[config.mk]
export PLATFORM = sky130hd
export DESIGN_NAME = column_to_row_span_converter
export DESIGN_NICKNAME = d
export VERILOG_FILES = /design/src/hdl/c2rs_pkg.sv /design/src/hdl/c2rs_ram.sv /design/src/hdl/column_to_row_span_converter.sv
export SDC_FILE = /design/constraint.sdc
export NUM_CORES = 1
export LEC_CHECK = 0
export ABC_AREA = 0
export BUFFER_PORTS_ARGS = -buffer_cell sky130_fd_sc_hd__buf_2
export CELL_PAD_IN_SITES_DETAIL_PLACEMENT = 1
export CELL_PAD_IN_SITES_GLOBAL_PLACEMENT = 1
export CORE_MARGIN = 3
export CORE_UTILIZATION = 50
export CTS_BUF_LIST = sky130_fd_sc_hd__clkbuf_4 sky130_fd_sc_hd__clkbuf_8
export CTS_CLUSTER_DIAMETER = 60
export CTS_CLUSTER_SIZE = 30
export DETAILED_ROUTE_END_ITERATION = 8
export PLACE_DENSITY_LB_ADDON = 0.1
export SYNTH_ARGS = -nofsm -noshare
export SYNTH_HDL_FRONTEND = slang
export SYNTH_SLANG_ARGS = --single-unit
[constraint.sdc]
create_clock -name clk -period 12.5 [get_ports clk]
set_clock_uncertainty 0.1 [all_clocks]
set_input_delay 1.25 -clock clk [delete_from_list [all_inputs] [get_ports clk]]
set_output_delay 1.25 -clock clk [all_outputs]
set_load 0.02 [all_outputs]
[src/hdl/c2rs_pkg.sv]
`timescale 1ns / 1ps
// ----------------------------------------------------------------------------
// c2rs_pkg
// shared field widths, constants and item types of the column-to-row span
// converter
// ----------------------------------------------------------------------------
package c2rs_pkg;

  localparam int unsigned COL_W       = 10;
  localparam int unsigned ROW_W       = 7;
  localparam int unsigned SPAN_ROW_W  = 6;

  localparam int unsigned ROWS_DEF    = 64;
  // screen width, only used to saturate the left end of a closed span
  localparam int unsigned COLUMNS     = 1024;

  typedef struct packed {
    logic [COL_W-1:0] column_x;
    logic [ROW_W-1:0] top_row;
    logic [ROW_W-1:0] bottom_row;
    logic             first_column;
    logic             last_column;
  } in_item_t;

  typedef struct packed {
    logic [SPAN_ROW_W-1:0] span_row;
    logic [COL_W-1:0]      span_left;
    logic [COL_W-1:0]      span_right;
    logic                  span_final;
  } out_item_t;

endpackage

[src/hdl/c2rs_ram.sv]
`timescale 1ns / 1ps
// ----------------------------------------------------------------------------
// c2rs_ram
// generic simple dual-port ram, one write and one registered read port
// ----------------------------------------------------------------------------
module c2rs_ram #(
  parameter int unsigned WIDTH = 10,
  parameter int unsigned DEPTH = 64
) (
  input  logic                     clk,
  input  logic                     wr_en,
  input  logic [$clog2(DEPTH)-1:0] wr_addr,
  input  logic [WIDTH-1:0]         wr_data,
  input  logic                     rd_en,
  input  logic [$clog2(DEPTH)-1:0] rd_addr,
  output logic [WIDTH-1:0]         rd_data
);

  logic [WIDTH-1:0] mem [DEPTH];

  always_ff @(posedge clk) begin
    if (wr_en) begin
      mem[wr_addr] <= wr_data;
    end
    if (rd_en) begin
      rd_data <= mem[rd_addr];
    end
  end

endmodule

[src/hdl/column_to_row_span_converter.sv]
`timescale 1ns / 1ps
// ----------------------------------------------------------------------------
// column_to_row_span_converter
// turns column extents, fed right to left, into horizontal row spans
// ----------------------------------------------------------------------------
// a closed span passes the ram read register and the hold stage, and leaves the
//   output slot when another span follows it; the last span leaves from the
//   hold stage once the column walk is done; in_stall stays high until the
//   walk returns to idle, so a new column waits until the last one is done
// reset: control state and the previous extent clear to empty; the span-end
//   ram is not cleared and holds no meaning until a row is opened
module column_to_row_span_converter
  import c2rs_pkg::*;
#(
  parameter int unsigned ROWS = ROWS_DEF
) (
  input  logic      clk,
  input  logic      rst_n,
  input  logic      in_valid,
  output logic      in_stall,
  input  in_item_t  in_item,
  output logic      out_valid,
  input  logic      out_stall,
  output out_item_t out_item
);

  localparam int unsigned AW = $clog2(ROWS);
  localparam int unsigned XR_W = $clog2(COLUMNS) + 2;
  localparam logic [ROW_W-1:0] ROWS_V = ROW_W'(ROWS);
  localparam logic [XR_W-1:0] XR_MAX = XR_W'(COLUMNS - 1);

  typedef enum logic [2:0] {
    ST_IDLE, ST_CLOSE_TOP, ST_CLOSE_BOT, ST_OPEN_TOP,
    ST_OPEN_BOT, ST_OPEN_FIRST, ST_FLUSH, ST_DRAIN
  } state_t;

  function automatic logic [ROW_W-1:0] clamp_row(input logic [ROW_W-1:0] v);
    logic [ROW_W-1:0] r;
    r = (v > ROWS_V) ? ROWS_V : v;
    return r;
  endfunction

  state_t           state_r, state_nxt;
  logic [COL_W-1:0] x_r, x_nxt, xr_r, xr_nxt;
  logic [ROW_W-1:0] t1_r, t1_nxt, b1_r, b1_nxt, t2_r, t2_nxt, b2_r, b2_nxt;
  logic [ROW_W-1:0] y_r, y_nxt;
  logic             last_r, last_nxt;
  logic [ROW_W-1:0] prev_top_r, prev_top_nxt, prev_bot_r, prev_bot_nxt;
  logic             rd_v_r, rd_v_nxt;
  logic [ROW_W-1:0] rd_row_r, rd_row_nxt;
  logic [COL_W-1:0] rd_left_r, rd_left_nxt;
  logic             hold_v_r, hold_v_nxt;
  out_item_t        hold_r, hold_nxt;
  logic             out_v_r, out_v_nxt;
  out_item_t        out_r, out_nxt;

  logic             mem_we, mem_re;
  logic [ROW_W-1:0] wr_row, rd_row;
  logic [COL_W-1:0] mem_rdata;
  logic             can_issue;
  logic [ROW_W-1:0] t1_c, b1_c;
  logic [XR_W-1:0]  xr_c;

  c2rs_ram #(
    .WIDTH (COL_W),
    .DEPTH (ROWS)
  ) u_span_end (
    .clk     (clk),
    .wr_en   (mem_we),
    .wr_addr (wr_row[AW-1:0]),
    .wr_data (x_r),
    .rd_en   (mem_re),
    .rd_addr (rd_row[AW-1:0]),
    .rd_data (mem_rdata)
  );

  assign in_stall  = (state_r != ST_IDLE);
  assign out_valid = out_v_r;
  assign out_item  = out_r;

  // a span read may only start if the output slot is free when its data lands
  assign can_issue = !rd_v_r && (!out_v_r || !out_stall);

  assign t1_c = clamp_row(in_item.top_row);
  assign b1_c = clamp_row(in_item.bottom_row);
  assign xr_c = (XR_W'(in_item.column_x) + XR_W'(1) > XR_MAX) ? XR_MAX
              : XR_W'(in_item.column_x) + XR_W'(1);

  always_comb begin
    state_nxt    = state_r;
    x_nxt        = x_r;
    xr_nxt       = xr_r;
    t1_nxt       = t1_r;
    b1_nxt       = b1_r;
    t2_nxt       = t2_r;
    b2_nxt       = b2_r;
    y_nxt        = y_r;
    last_nxt     = last_r;
    prev_top_nxt = prev_top_r;
    prev_bot_nxt = prev_bot_r;
    mem_we       = 1'b0;
    mem_re       = 1'b0;
    wr_row       = y_r;
    rd_row       = t2_r;
    rd_left_nxt  = xr_r;

    // output slot and the one-span hold stage that decides span_final
    out_v_nxt  = out_v_r && out_stall;
    out_nxt    = out_r;
    hold_nxt   = hold_r;
    hold_v_nxt = hold_v_r;
    if (rd_v_r) begin
      if (hold_v_r) begin
        out_nxt   = hold_r;
        out_v_nxt = 1'b1;
      end
      hold_nxt.span_row   = rd_row_r[SPAN_ROW_W-1:0];
      hold_nxt.span_left  = rd_left_r;
      hold_nxt.span_right = mem_rdata;
      hold_nxt.span_final = 1'b0;
      hold_v_nxt          = 1'b1;
    end

    case (state_r)
      ST_IDLE: begin
        if (in_valid) begin
          x_nxt    = in_item.column_x;
          xr_nxt   = xr_c[COL_W-1:0];
          t1_nxt   = t1_c;
          b1_nxt   = b1_c;
          last_nxt = in_item.last_column;
          t2_nxt   = prev_top_r;
          b2_nxt   = prev_bot_r;
          prev_top_nxt = in_item.last_column ? '0 : t1_c;
          prev_bot_nxt = in_item.last_column ? '0 : b1_c;
          if (in_item.first_column) begin
            y_nxt     = t1_c;
            state_nxt = ST_OPEN_FIRST;
          end else begin
            state_nxt = ST_CLOSE_TOP;
          end
        end
      end
      ST_CLOSE_TOP: begin
        if (t2_r < ((t1_r < b2_r) ? t1_r : b2_r)) begin
          if (can_issue) begin
            mem_re = 1'b1;
            rd_row = t2_r;
            t2_nxt = t2_r + ROW_W'(1);
          end
        end else begin
          state_nxt = ST_CLOSE_BOT;
        end
      end
      ST_CLOSE_BOT: begin
        if (b2_r > ((b1_r > t2_r) ? b1_r : t2_r)) begin
          if (can_issue) begin
            mem_re = 1'b1;
            rd_row = b2_r - ROW_W'(1);
            b2_nxt = b2_r - ROW_W'(1);
          end
        end else begin
          y_nxt     = t1_r;
          state_nxt = ST_OPEN_TOP;
        end
      end
      ST_OPEN_TOP: begin
        if (y_r < ((t2_r < b1_r) ? t2_r : b1_r)) begin
          mem_we = 1'b1;
          wr_row = y_r;
          y_nxt  = y_r + ROW_W'(1);
        end else begin
          y_nxt     = b1_r;
          state_nxt = ST_OPEN_BOT;
        end
      end
      ST_OPEN_BOT: begin
        if (y_r > ((b2_r > t2_r) ? b2_r : t2_r)) begin
          mem_we = 1'b1;
          wr_row = y_r - ROW_W'(1);
          y_nxt  = y_r - ROW_W'(1);
        end else begin
          y_nxt     = b1_r;
          state_nxt = last_r ? ST_FLUSH : ST_DRAIN;
        end
      end
      ST_OPEN_FIRST: begin
        if (y_r < b1_r) begin
          mem_we = 1'b1;
          wr_row = y_r;
          y_nxt  = y_r + ROW_W'(1);
        end else begin
          y_nxt     = b1_r;
          state_nxt = last_r ? ST_FLUSH : ST_DRAIN;
        end
      end
      ST_FLUSH: begin
        // every open span closes at this column, bottom row first
        if (y_r > t1_r) begin
          if (can_issue) begin
            mem_re      = 1'b1;
            rd_row      = y_r - ROW_W'(1);
            rd_left_nxt = x_r;
            y_nxt       = y_r - ROW_W'(1);
          end
        end else begin
          state_nxt = ST_DRAIN;
        end
      end
      ST_DRAIN: begin
        if (!rd_v_r) begin
          if (!hold_v_r) begin
            state_nxt = ST_IDLE;
          end else if (!out_v_r || !out_stall) begin
            out_nxt            = hold_r;
            out_nxt.span_final = 1'b1;
            out_v_nxt          = 1'b1;
            hold_v_nxt         = 1'b0;
            state_nxt          = ST_IDLE;
          end
        end
      end
      default: begin
        state_nxt = ST_IDLE;
      end
    endcase

    rd_v_nxt   = mem_re;
    rd_row_nxt = rd_row;
  end

  always_ff @(posedge clk) begin
    if (!rst_n) begin
      state_r    <= ST_IDLE;
      prev_top_r <= '0;
      prev_bot_r <= '0;
      rd_v_r     <= 1'b0;
      hold_v_r   <= 1'b0;
      out_v_r    <= 1'b0;
    end else begin
      state_r    <= state_nxt;
      prev_top_r <= prev_top_nxt;
      prev_bot_r <= prev_bot_nxt;
      rd_v_r     <= rd_v_nxt;
      hold_v_r   <= hold_v_nxt;
      out_v_r    <= out_v_nxt;
    end
    x_r       <= x_nxt;
    xr_r      <= xr_nxt;
    t1_r      <= t1_nxt;
    b1_r      <= b1_nxt;
    t2_r      <= t2_nxt;
    b2_r      <= b2_nxt;
    y_r       <= y_nxt;
    last_r    <= last_nxt;
    rd_row_r  <= rd_row_nxt;
    rd_left_r <= rd_left_nxt;
    hold_r    <= hold_nxt;
    out_r     <= out_nxt;
  end

  // a span landing from the ram must find the output slot free to shift into
  a_slot_free: assert property (@(posedge clk) disable iff (!rst_n)
    rd_v_r && hold_v_r |-> !(out_v_r && out_stall))
    else $error("span data lost: output slot still full");

  // no span of an old column may linger once a new column can be taken
  a_idle_empty: assert property (@(posedge clk) disable iff (!rst_n)
    state_r == ST_IDLE |-> !rd_v_r && !hold_v_r)
    else $error("idle with spans in flight");

  // a stalled result holds its value
  a_out_hold: assert property (@(posedge clk) disable iff (!rst_n)
    out_v_r && out_stall |=> out_v_r && $stable(out_r))
    else $error("stalled item changed");

  // the ram is never read and written at once, span reads and span-end writes
  a_one_access: assert property (@(posedge clk) disable iff (!rst_n)
    !(mem_we && mem_re))
    else $error("ram read and write in one cycle");

endmodule
; Word level (Yosys, flattened, before mapping)
; Memory sizes are Yosys's and may differ from the RTL's. A register that Yosys moved wholly into a read port is not among the register bits.
; Index checks and enable logic that the tools add are counted.
[totals]
word_cells = 157
output_inout_bits = 29
memories = 1
mem_bits_rw = 640
inputBits = 30
regBits = 145
[classes]
addsub = 5
muxes = 76
magnitude_cmp = 13
n_eq_ne = 23
n_reduce_logical = 16
[memory_table]
columns = name, words, word_bits, rd, rd_clocked_by_memory_dff, wr, line_no
row1 = u_span_end.mem, 64, 10, 1, 1, 1, c2rs_ram.sv:19  ; logic [WIDTH-1:0] mem [DEPTH];
[ops]
columns = operator, n
row1 = $mux 27, 6
row2 = $mux 7, 22
row3 = $pmux 7 s6, 1
row4 = $mux 6, 6
row5 = $gt 7x7->1, 5
row6 = $lt 7x7->1, 5
row7 = $mux 3, 11
row8 = $mux 10, 3
row9 = $ne 2x2->1 const B, 15
row10 = $pmux 7 s2, 2
row11 = $pmux 3 s8, 1
row12 = $mux 1, 21
row13 = $add 7x1->7 const B, 2
row14 = $gt 7x7->1 const B, 2
row15 = $sub 7x1->7 const B, 2
row16 = $eq 3x3->1 const B, 4
row17 = $gt 12x10->1 const B, 1
row18 = $pmux 6 s2, 1
row19 = $add 10x1->11 const B, 1
row20 = $reduce_and 9->1, 1
row21 = $reduce_and 4->1, 2
row22 = $eq 3x2->1 const B, 2
row23 = $pmux 1 s3, 2
row24 = $reduce_and 6->1, 1
row25 = other kinds (10), 14

; Logic depth before layout (Yosys ltp)
; Gate-level depths: netlist (run 1).
[logic_depth]
depth_word = 7
mapped_depth = 24
ltp_nobuf = 20

; Hierarchy
; A second synthesis (run 1) with hierarchy kept.
[hier_totals]
hier_cells = 1874
area_unflattened_um2 = 32730.1
[modules_own_cells]
columns = module, cells_per_inst, instances, seq_area_each_um2, area_per_inst_um2
row1 = c2rs_ram, 1123, 1, 19518.7, 24989.0
row2 = column_to_row_span_converter, 751, 1, 3723.6, 7741.2

; Least setup slack after synthesis (run 1)
; OpenSTA, ideal clock, no wires.
[synth_path]
path_kind = register to register
start = reg t2_r[1]
end = reg u_span_end.rd_data[6], read port of u_span_end.mem, data pin
n_path_buf = 4
required_time_ns = 12.145
arrival_time_ns = 5.160
setup_time_ns = 0.255
path_stages_with_launch = 23
synth_period_minus_slack_ns = 5.516
slack_ns = 6.984
cell_sequence = edfxtp_1 ha_1 a21o_1 a21oi_1 o21ai_0 o21a_1 nor2_1 clkbuf_1 mux2i_1 ha_1 a211o_1 a21oi_2 a211o_1 nor2_1 or3_4 clkinv_2 buf_6 buf_6 buf_2 mux4_2 a21oi_1 o211ai_1 a31o_1
[synth_via]
elab_chain_len = 5
word_cells_on_any_way = 12
classes_between = order compare: 3 / mux: 9
[synth_lines]
columns = element, line_no
row1 = "start, declared", column_to_row_span_converter.sv:45  ; logic [ROW_W-1:0] t1_r, t1_nxt, b1_r, b1_nxt, t2_r, t2_nxt, b2_r, b2_nxt;
row2 = "start signal, assigned", column_to_row_span_converter.sv:252  ; t2_r <= t2_nxt;
row3 = $gt 7x7->1, column_to_row_span_converter.sv:156  ; if (b2_r > ((b1_r > t2_r) ? b1_r : t2_r)) begin
row4 = $mux 7, column_to_row_span_converter.sv:156
row5 = $gt 7x7->1, column_to_row_span_converter.sv:156
row6 = $mux 1 / $mux 6 (equally long branches), column_to_row_span_converter.sv:156
row7 = $pmux 1 s3 / $pmux 6 s2 (equally long branches), column_to_row_span_converter.sv:124  ; case (state_r)
row8 = "end, declared", c2rs_ram.sv:16  ; output logic [WIDTH-1:0] rd_data
; Parallel ways exist; a longest one is shown, timed or not.
; A chain may end at the register's enable or synchronous reset.

; Worst setup path in the final report (run 1)
[layout_path]
start = reg t2_r[1]
end = reg u_span_end.rd_data[4], read port of u_span_end.mem, data pin
; Same word-level chain as after synthesis.

==> run_results.csv, run 1 <==
group,metric,value,unit
yosys,ys_types,80,
timing,post-route-period-util,62.2,%
yosys,synth-compound-area-share,9.68,%
timing,slew_violations,0,
clock_network,clock_tree_from_tritoncts,"done",
setup_path,startpoint_type_of_the_worst_setup_path,"register",
setup_path,req_time_crit_path,12.93,ns
pwr,ir_drop,0.000291,V
yosys,synthesis.yosys.warnings,0,
grt,antenna_violations_before_repair,3,
timing,slew_headroom,12.2,%
clock_network,cts-root-buf,"clkbuf_8",
run_status,outcome,"completed",
floorplanning,placement_rows,94,
hold_path,min_from,"rd_left_r[4]$_DFF_P_",
timing,unrepaired_setup_endpoints_after_global_routing,"no",
yosys,post_synth_xor_area_fraction,0.783,%
setup_path,critPathMaxFanout,86,
setup_path,cp_data_arrival_time,8.21,ns
pwr,cellPowerDensity,268,mW/mm^2
clock_network,path_clk_slew,0.16,ns
pwr,clock_power_share,15.3,%
setup_path,crit_path_end_kind,"register",
flow_run,maxCapViolations,0,
clock_network,clk_latency,0.74,ns
yosys,combinational_family_with_the_most_area_after_synthesis,"compound AO/OA/AOI/OAI gates",
yosys,postSynthCellCount,2439,
cells_and_area,finish.net_count,2564,
floorplanning,die_h,265,microns
routing,routed_wl,94900,microns
yosys,number_of_synthesized_flops_with_an_enable_pin,732,
grt,grt_use_total,27.0,%
routing,drt-wirelength-per-cell,28.1,microns
place,finalWeightedCongestion,0.915,
hold_path,holdCritPathClass,"register to register",
yosys,syn_nets,2532,
timing,final_hold_viol_count,0,
setup_path,setup_slack_on_the_worst_flop_to_flop_path,4.72,ns
yosys,synth_flop_cell,"edfxtp_1",
place,buffer_ports.inserted,58,
floorplanning,die_area,0.0703,sq mm
pwr,p_sw,0.00439,W
clock_network,cts_max_level,2,
clock_network,max-clock-path-buffers,3,
cells_and_area,layout-drive-gt1-share,11.5,%
floorplanning,die_w,265,microns
routing,detailroute.via_count,21100,
yosys,synth.avg_cell_area,13.8,sq um
pwr,power.share.switching,45.5,%
grt,grt_pass1_vias,21500,
yosys,netlist_area,0.0336,sq mm
pwr,p_seq_share,36.4,%
setup_path,timing_worst_setup_path_type,"register to register",
yosys,yosys-top-cells-count,"edfxtp_1 (732), nand2_1 (322), a21oi_1 (165), nor2_1 (157), mux2i_1 (119)",
pwr,static-leakage-power,12.2,nW
grt,wire_length_of_the_first_global_routing_pass,141000,microns
routing,detail_route.first_pass.iterations,6,
setup_path,r2r_start,"t2_r[1]$_DFFE_PP_",
timing,min_period,7.78,ns
setup_path,cp-startpoint,"t2_r[1]$_DFFE_PP_",
cells_and_area,layout-area-overhead-vs-synth,7.34,%
routing,route.antenna.remaining_nets,0,
setup_path,endpoint,"u_span_end.rd_data[4]$_DFFE_PP_",
place,placement.cell_area,0.0348,sq mm
timing,fin_tns_setup,0,ns
routing,drt_drc_violations_left,0,
pwr,comb_power_share,48.3,%
yosys,ys_top_cells_by_area,"edfxtp_1 (65%), dfxtp_1 (3.8%), nand2_1 (3.6%)",
floorplanning,core_area,0.0661,sq mm
yosys,synth_most_common_cell,"edfxtp_1",
clock_network,postCtsSetupRepairBufs,0,
yosys,netlist.area_leader.share,65.5,%
clock_network,tritoncts_num_sinks,795,
pwr,internal_power,0.00526,W
floorplanning,num_io_pins,59,
yosys,post-synth-top-area-cell,"edfxtp_1",
grt,overflow,0,
clock_network,cts_buffers,51,
cells_and_area,layout.cell_area.non_filler,0.0360,sq mm
yosys,synth_area_in_simple_gates,9.57,%
yosys,ys_seq_area_share,69.2,%
setup_path,worst-r2r-cell-count,21,
yosys,postSynth.asyncResetShare,0,%
timing,final_setup_vio_count,0,
timing,tightest_slew,1.31,ns
routing,drtIter0Drc,2223,
yosys,synth-adder-area-share,2.35,%
clock_network,cts-hold-fix-buffers,0,
clock_network,postCtsResizedCells,0,
setup_path,rr_endpoint,"u_span_end.rd_data[4]$_DFFE_PP_",
timing,finalHoldWorstSlack,0.321,ns
timing,maxClockFrequency,129,MHz
cells_and_area,number_of_filler_instances_in_the_final_layout,6463,
routing,route.detailed.vias_per_inst,6.24,
yosys,yosys-mux-area-fraction,5.80,%
grt,grt_start_max_net_pins,179,
floorplanning,start_util,50.8,%
place,post-dp-hpwl,60500,microns
yosys,ys_ff_latch,795,
==> registers in the layout, summed over array words and instances (netlist names), 10 cells and up <==
signal,flops
u_span_end.mem,640
out_item,27
hold_r,26
rd_left_r,10
u_span_end.rd_data,10
x_r,10
xr_r,10
==> worst max-delay path, cell delays in order (launching register included) <==
cell and delay [ns]:
edfxtp_1 0.59, ha_1 0.35, a21o_1 0.16, a21oi_1 0.20, o21ai_0 0.15, o21a_1 0.19, nor2_1 0.08, buf_4 0.26
mux2i_1 0.21, ha_1 0.26, a211o_1 0.31, a21oi_2 0.22, a21oi_1 0.11, o21ai_1 0.43, a32oi_4 0.29, inv_6 0.55
buf_4 0.68, buf_4 0.59, a221oi_1 0.21, nor4_1 0.85, o22ai_1 0.31, a31o_1 0.26
==> stage by stage <==
step / worst slack, ns / utilization, % / total power (W) / cells
6_report: 4.72 / 54.5 / 0.00965 / 3380
5_1_grt: 4.30 / 54.5 / 0.0102 / 3379
4_1_cts: 4.73 / 54.5 / 0.00967 / 3378
3_5_place_dp: 4.71 / 52.6 / 0.00819 / 3282
3_3_place_gp: 4.66 / 52.6 / 0.00805 / 3282
2_1_floorplan: 6.98 / - / 0.00659 / 2439
==> cells by family after synthesis <==
| family | Yosys count |
|---|---|
| AOI/OAI and AO/OA | 473 |
| DFF | 795 |
| muxes | 172 |
| xor gates and xnor gates | 30 |
| adders and majority gates | 63 |
| buffers and inverters | 187 |
| and+or+nand+nor | 719 |
==> metal layers <==
| layer | vias up | GRT usage, % | part of all wire [%] | wire length, microns |
|---|---|---|---|---|
| met2 | 674 | 43.3 | 47 | 45000 |
| met5 | - | 0 | 0.014 | 13 |
| met3 | 131 | 4.75 | 6.8 | 6450 |
| met1 | 10900 | 38.3 | 43 | 40800 |
| li1 | 9341 | - | - | - |
| met4 | 2 | 7.67 | 2.8 | 2680 |
==> power groups by stage <==
stage,logic [W],clock network [W],registers [W]
after floorplan,0.00298,0,0.00361
after global placement,0.00448,0,0.00357
after detailed placement,0.00461,0,0.00357
after CTS,0.00464,0.00151,0.00351
after global routing,0.00505,0.00161,0.00353
final,0.00466,0.00148,0.00351
==> cell usage in the layout, fill, tap and decap left out, drive strengths merged, types with 9 or more instances in the layout <==
| cell | instances |
|---|---|
| a21o | 17 |
| a31o | 9 |
| a221oi | 91 |
| nor2b | 25 |
| xnor2 | 23 |
| o21ai | 52 |
| inv | 68 |
| nor2 | 163 |
| nand2 | 322 |
| buf | 119 |
| mux4 | 14 |
| a32oi | 27 |
| ha | 63 |
| nor3 | 25 |
| dfxtp | 63 |
| o211ai | 14 |
| nand2b | 18 |
| nand3 | 102 |
| clkbuf | 53 |
| o21a | 13 |
| edfxtp | 732 |
| a21oi | 167 |
| mux2i | 119 |
| mux2 | 39 |
| nor4 | 16 |
| o22ai | 13 |
| nor3b | 9 |
| clkinv | 18 |
| and3 | 11 |
| a31oi | 10 |
==> layout make-up <==
class	instances	area, sq um	area share (%)
flip-flops and latches	795	23200	64.5
multi-input cells	1457	9490	26.3
well taps	864	1080	3.00
repair buffers	119	748	2.08
clock buffers	53	729	2.02
clock inverters	43	539	1.50
inverters	47	195	0.542
diodes	2	5.00	0.0139
==> worst min-delay path by stage <==
stage / cells past startpoint / end
final: 0 / hold_r[15]$_DFFE_PP_
after global routing: 0 / hold_r[14]$_DFFE_PP_
after CTS: 0 / hold_r[13]$_DFFE_PP_
after detailed placement: 0 / hold_r[13]$_DFFE_PP_
after global placement: 0 / hold_r[13]$_DFFE_PP_
after floorplan: 0 / hold_r[11]$_DFFE_PP_
Note: power is estimated with default switching activity, not from simulation.
==> run 2, diff against run 1 <==
- clock period: 12.5 -> 7.9 ns (I/O delays scaled with it)
==> run_results.csv, run 2 (same netlist as run 1, synthesis figures left out) <==
group,metric,value,unit
routing,detailroute.via_count,21100,
setup_path,rr_endpoint,"u_span_end.rd_data[0]$_DFFE_PP_",
place,placement.cell_area,0.0348,sq mm
setup_path,setup_slack_on_the_worst_flop_to_flop_path,0.89,ns
cells_and_area,layout_commonest_cell,"edfxtp_1",
routing,detail_route.first_pass.iterations,7,
clock_network,postCtsResizedCells,0,
setup_path,startpoint_type_of_the_worst_setup_path,"register",
routing,drtIter0Drc,2395,
clock_network,clock_tree_from_tritoncts,"done",
place,buffer_ports.inserted,58,
setup_path,cp-startpoint,"t2_r[1]$_DFFE_PP_",
timing,finalHoldWorstSlack,0.183,ns
place,post-dp-hpwl,62200,microns
floorplanning,core_area,0.0661,sq mm
clock_network,clk_latency,0.73,ns
routing,drt-wirelength-per-cell,28.4,microns
timing,slew_violations,0,
clock_network,path_clk_slew,0.14,ns
routing,route.antenna.remaining_nets,0,
pwr,static-leakage-power,12.2,nW
timing,final_hold_viol_count,0,
setup_path,cp_data_arrival_time,7.41,ns
timing,final_setup_vio_count,0,
timing,slew_headroom,16.6,%
cells_and_area,finish.net_count,2564,
setup_path,req_time_crit_path,8.30,ns
floorplanning,die_h,265,microns
setup_path,crit_path_cell_trace,"ha_1 -> a21o_1 -> a21oi_1 -> o21ai_0 -> o21a_1 -> nor2_1 -> buf_4 -> mux2i_1 -> ha_1 -> a211o_1 -> a21oi_2 -> a211o_1 -> nor2_1 -> or3_4 -> clkinv_8 -> buf_4 -> mux2i_1 -> a221oi_1 -> nor4_1 -> o22ai_1 -> a31o_1",
routing,drt_drc_violations_left,0,
grt,grt_start_max_net_pins,110,
clock_network,postCtsSetupRepairBufs,0,
clock_network,cts_max_level,2,
timing,worst_slack,0.891,ns
floorplanning,start_util,50.8,%
floorplanning,die_w,265,microns
cells_and_area,commonest_cells_after_routing_fill_and_taps_aside,"edfxtp_1 (732), nand2_1 (322), a21oi_1 (165), nor2_1 (157), mux2i_1 (119)",
cells_and_area,largest_register_ff_count,640,
cells_and_area,number_of_filler_instances_in_the_final_layout,6446,
clock_network,tritoncts_num_sinks,795,
routing,routed_wl,95900,microns
timing,fin_tns_setup,0,ns
grt,overflow,0,
hold_path,holdCritPathClass,"input pin to register",
setup_path,endpoint,"u_span_end.rd_data[0]$_DFFE_PP_",
routing,route.detailed.vias_per_inst,6.23,
grt,grt_pass1_vias,21800,
cells_and_area,layout-drive-gt1-share,11.5,%
timing,tightest_slew,1.25,ns
grt,wire_length_of_the_first_global_routing_pass,144000,microns
setup_path,critPathMaxFanout,76,
clock_network,cts-hold-fix-buffers,0,
grt,antenna_violations_before_repair,4,
setup_path,timing_worst_setup_path_type,"register to register",
timing,maxClockFrequency,143,MHz
run_status,outcome,"completed",
place,finalWeightedCongestion,0.928,
clock_network,max-clock-path-buffers,3,
timing,post-route-period-util,88.7,%
place,post-place-ws,0.944,ns
grt,grt_use_total,27.3,%
clock_network,cts_buffers,53,
timing,min_period,7.01,ns
setup_path,critical-path-max-stage-delay,0.78,ns
cells_and_area,layout-area-overhead-vs-synth,7.29,%
pwr,ir_drop,0.000447,V
floorplanning,die_area,0.0703,sq mm
clock_network,cts-root-buf,"clkbuf_8",
cells_and_area,registers.top_by_ff_count,"u_span_end.mem",
pwr,cellPowerDensity,427,mW/mm^2
floorplanning,num_io_pins,59,
cells_and_area,layout.core_utilization,54.5,%
timing,unrepaired_setup_endpoints_after_global_routing,"no",
setup_path,r2r_start,"t2_r[1]$_DFFE_PP_",
flow_run,maxCapViolations,0,
floorplanning,placement_rows,94,
setup_path,worst-r2r-cell-count,21,
setup_path,crit_path_end_kind,"register",
setup_path,timing.critical_path.slowest_stage_cell,"nor4_1",
cells_and_area,layout.cell_area.non_filler,0.0360,sq mm
-- run 2: changes by cell type in the layout (fill, tap and decap cells not counted), sizes merged --
cell,before,now
clkbuf,53,60
buf,119,117
clkinv,18,17
bufinv,1,2
clkinvlp,3,4
inv,68,63
-- run 2: worst min path at each step --
stage,startpoint,to,slack [ns],cells after the start
finish,in_item[24],x_r[8]$_DFFE_PP_,0.18,1
global route,in_item[24],x_r[8]$_DFFE_PP_,0.14,1
CTS,in_item[24],x_r[8]$_DFFE_PP_,0.13,1
detailed placement,rd_left_r[6]$_DFF_P_,hold_r[17]$_DFFE_PP_,0.29,0
global placement,rd_left_r[2]$_DFF_P_,hold_r[13]$_DFFE_PP_,0.29,0
floorplan,rd_left_r[0]$_DFF_P_,hold_r[11]$_DFFE_PP_,0.29,0
-- run 2: final cells by class --
class	count	area (sq um)	share of cell area, %
well taps	864	1080	3.00
flip-flops and latches	795	23200	64.5
inverters	47	195	0.542
multi-input cells	1457	9490	26.3
clock buffers	60	795	2.21
diodes	2	5.00	0.0139
clock inverters	39	422	1.17
repair buffers	117	783	2.17
-- run 2: metrics by stage --
stage	total power (W)	cells
after CTS	0.0154	3379
after global routing	0.0162	3380
after floorplan	0.0104	2439
after detailed placement	0.0131	3280
after global placement	0.0129	3280
final	0.0154	3381
-- run 2: worst max-delay path, delay by kind of cell, from the launching register on --
| kind | cells | cell delay, ns |
|---|---|---|
| and+or+nand+nor | 4 | 1.61 |
| AOI/OAI and AO/OA | 10 | 2.02 |
| muxes | 2 | 0.55 |
| DFF | 1 | 0.71 |
| adders and majority gates | 2 | 0.62 |
| buffers and inverters | 3 | 1.12 |
-- run 2: per-layer routing --
layer	up-vias	track usage (%)	part of all wire (%)
met4	0	7.12	2.7
met1	10900	39.4	44
met5	-	0	0
met3	120	3.64	6.0
met2	653	44.3	48
li1	9342	-	-
-- run 2: power breakdown --
| part | internal [W] | switching (W) |
|---|---|---|
| sequential | 0.00527 | 0.000354 |
| clock | 0.000823 | 0.00147 |
| combinational | 0.00229 | 0.00518 |
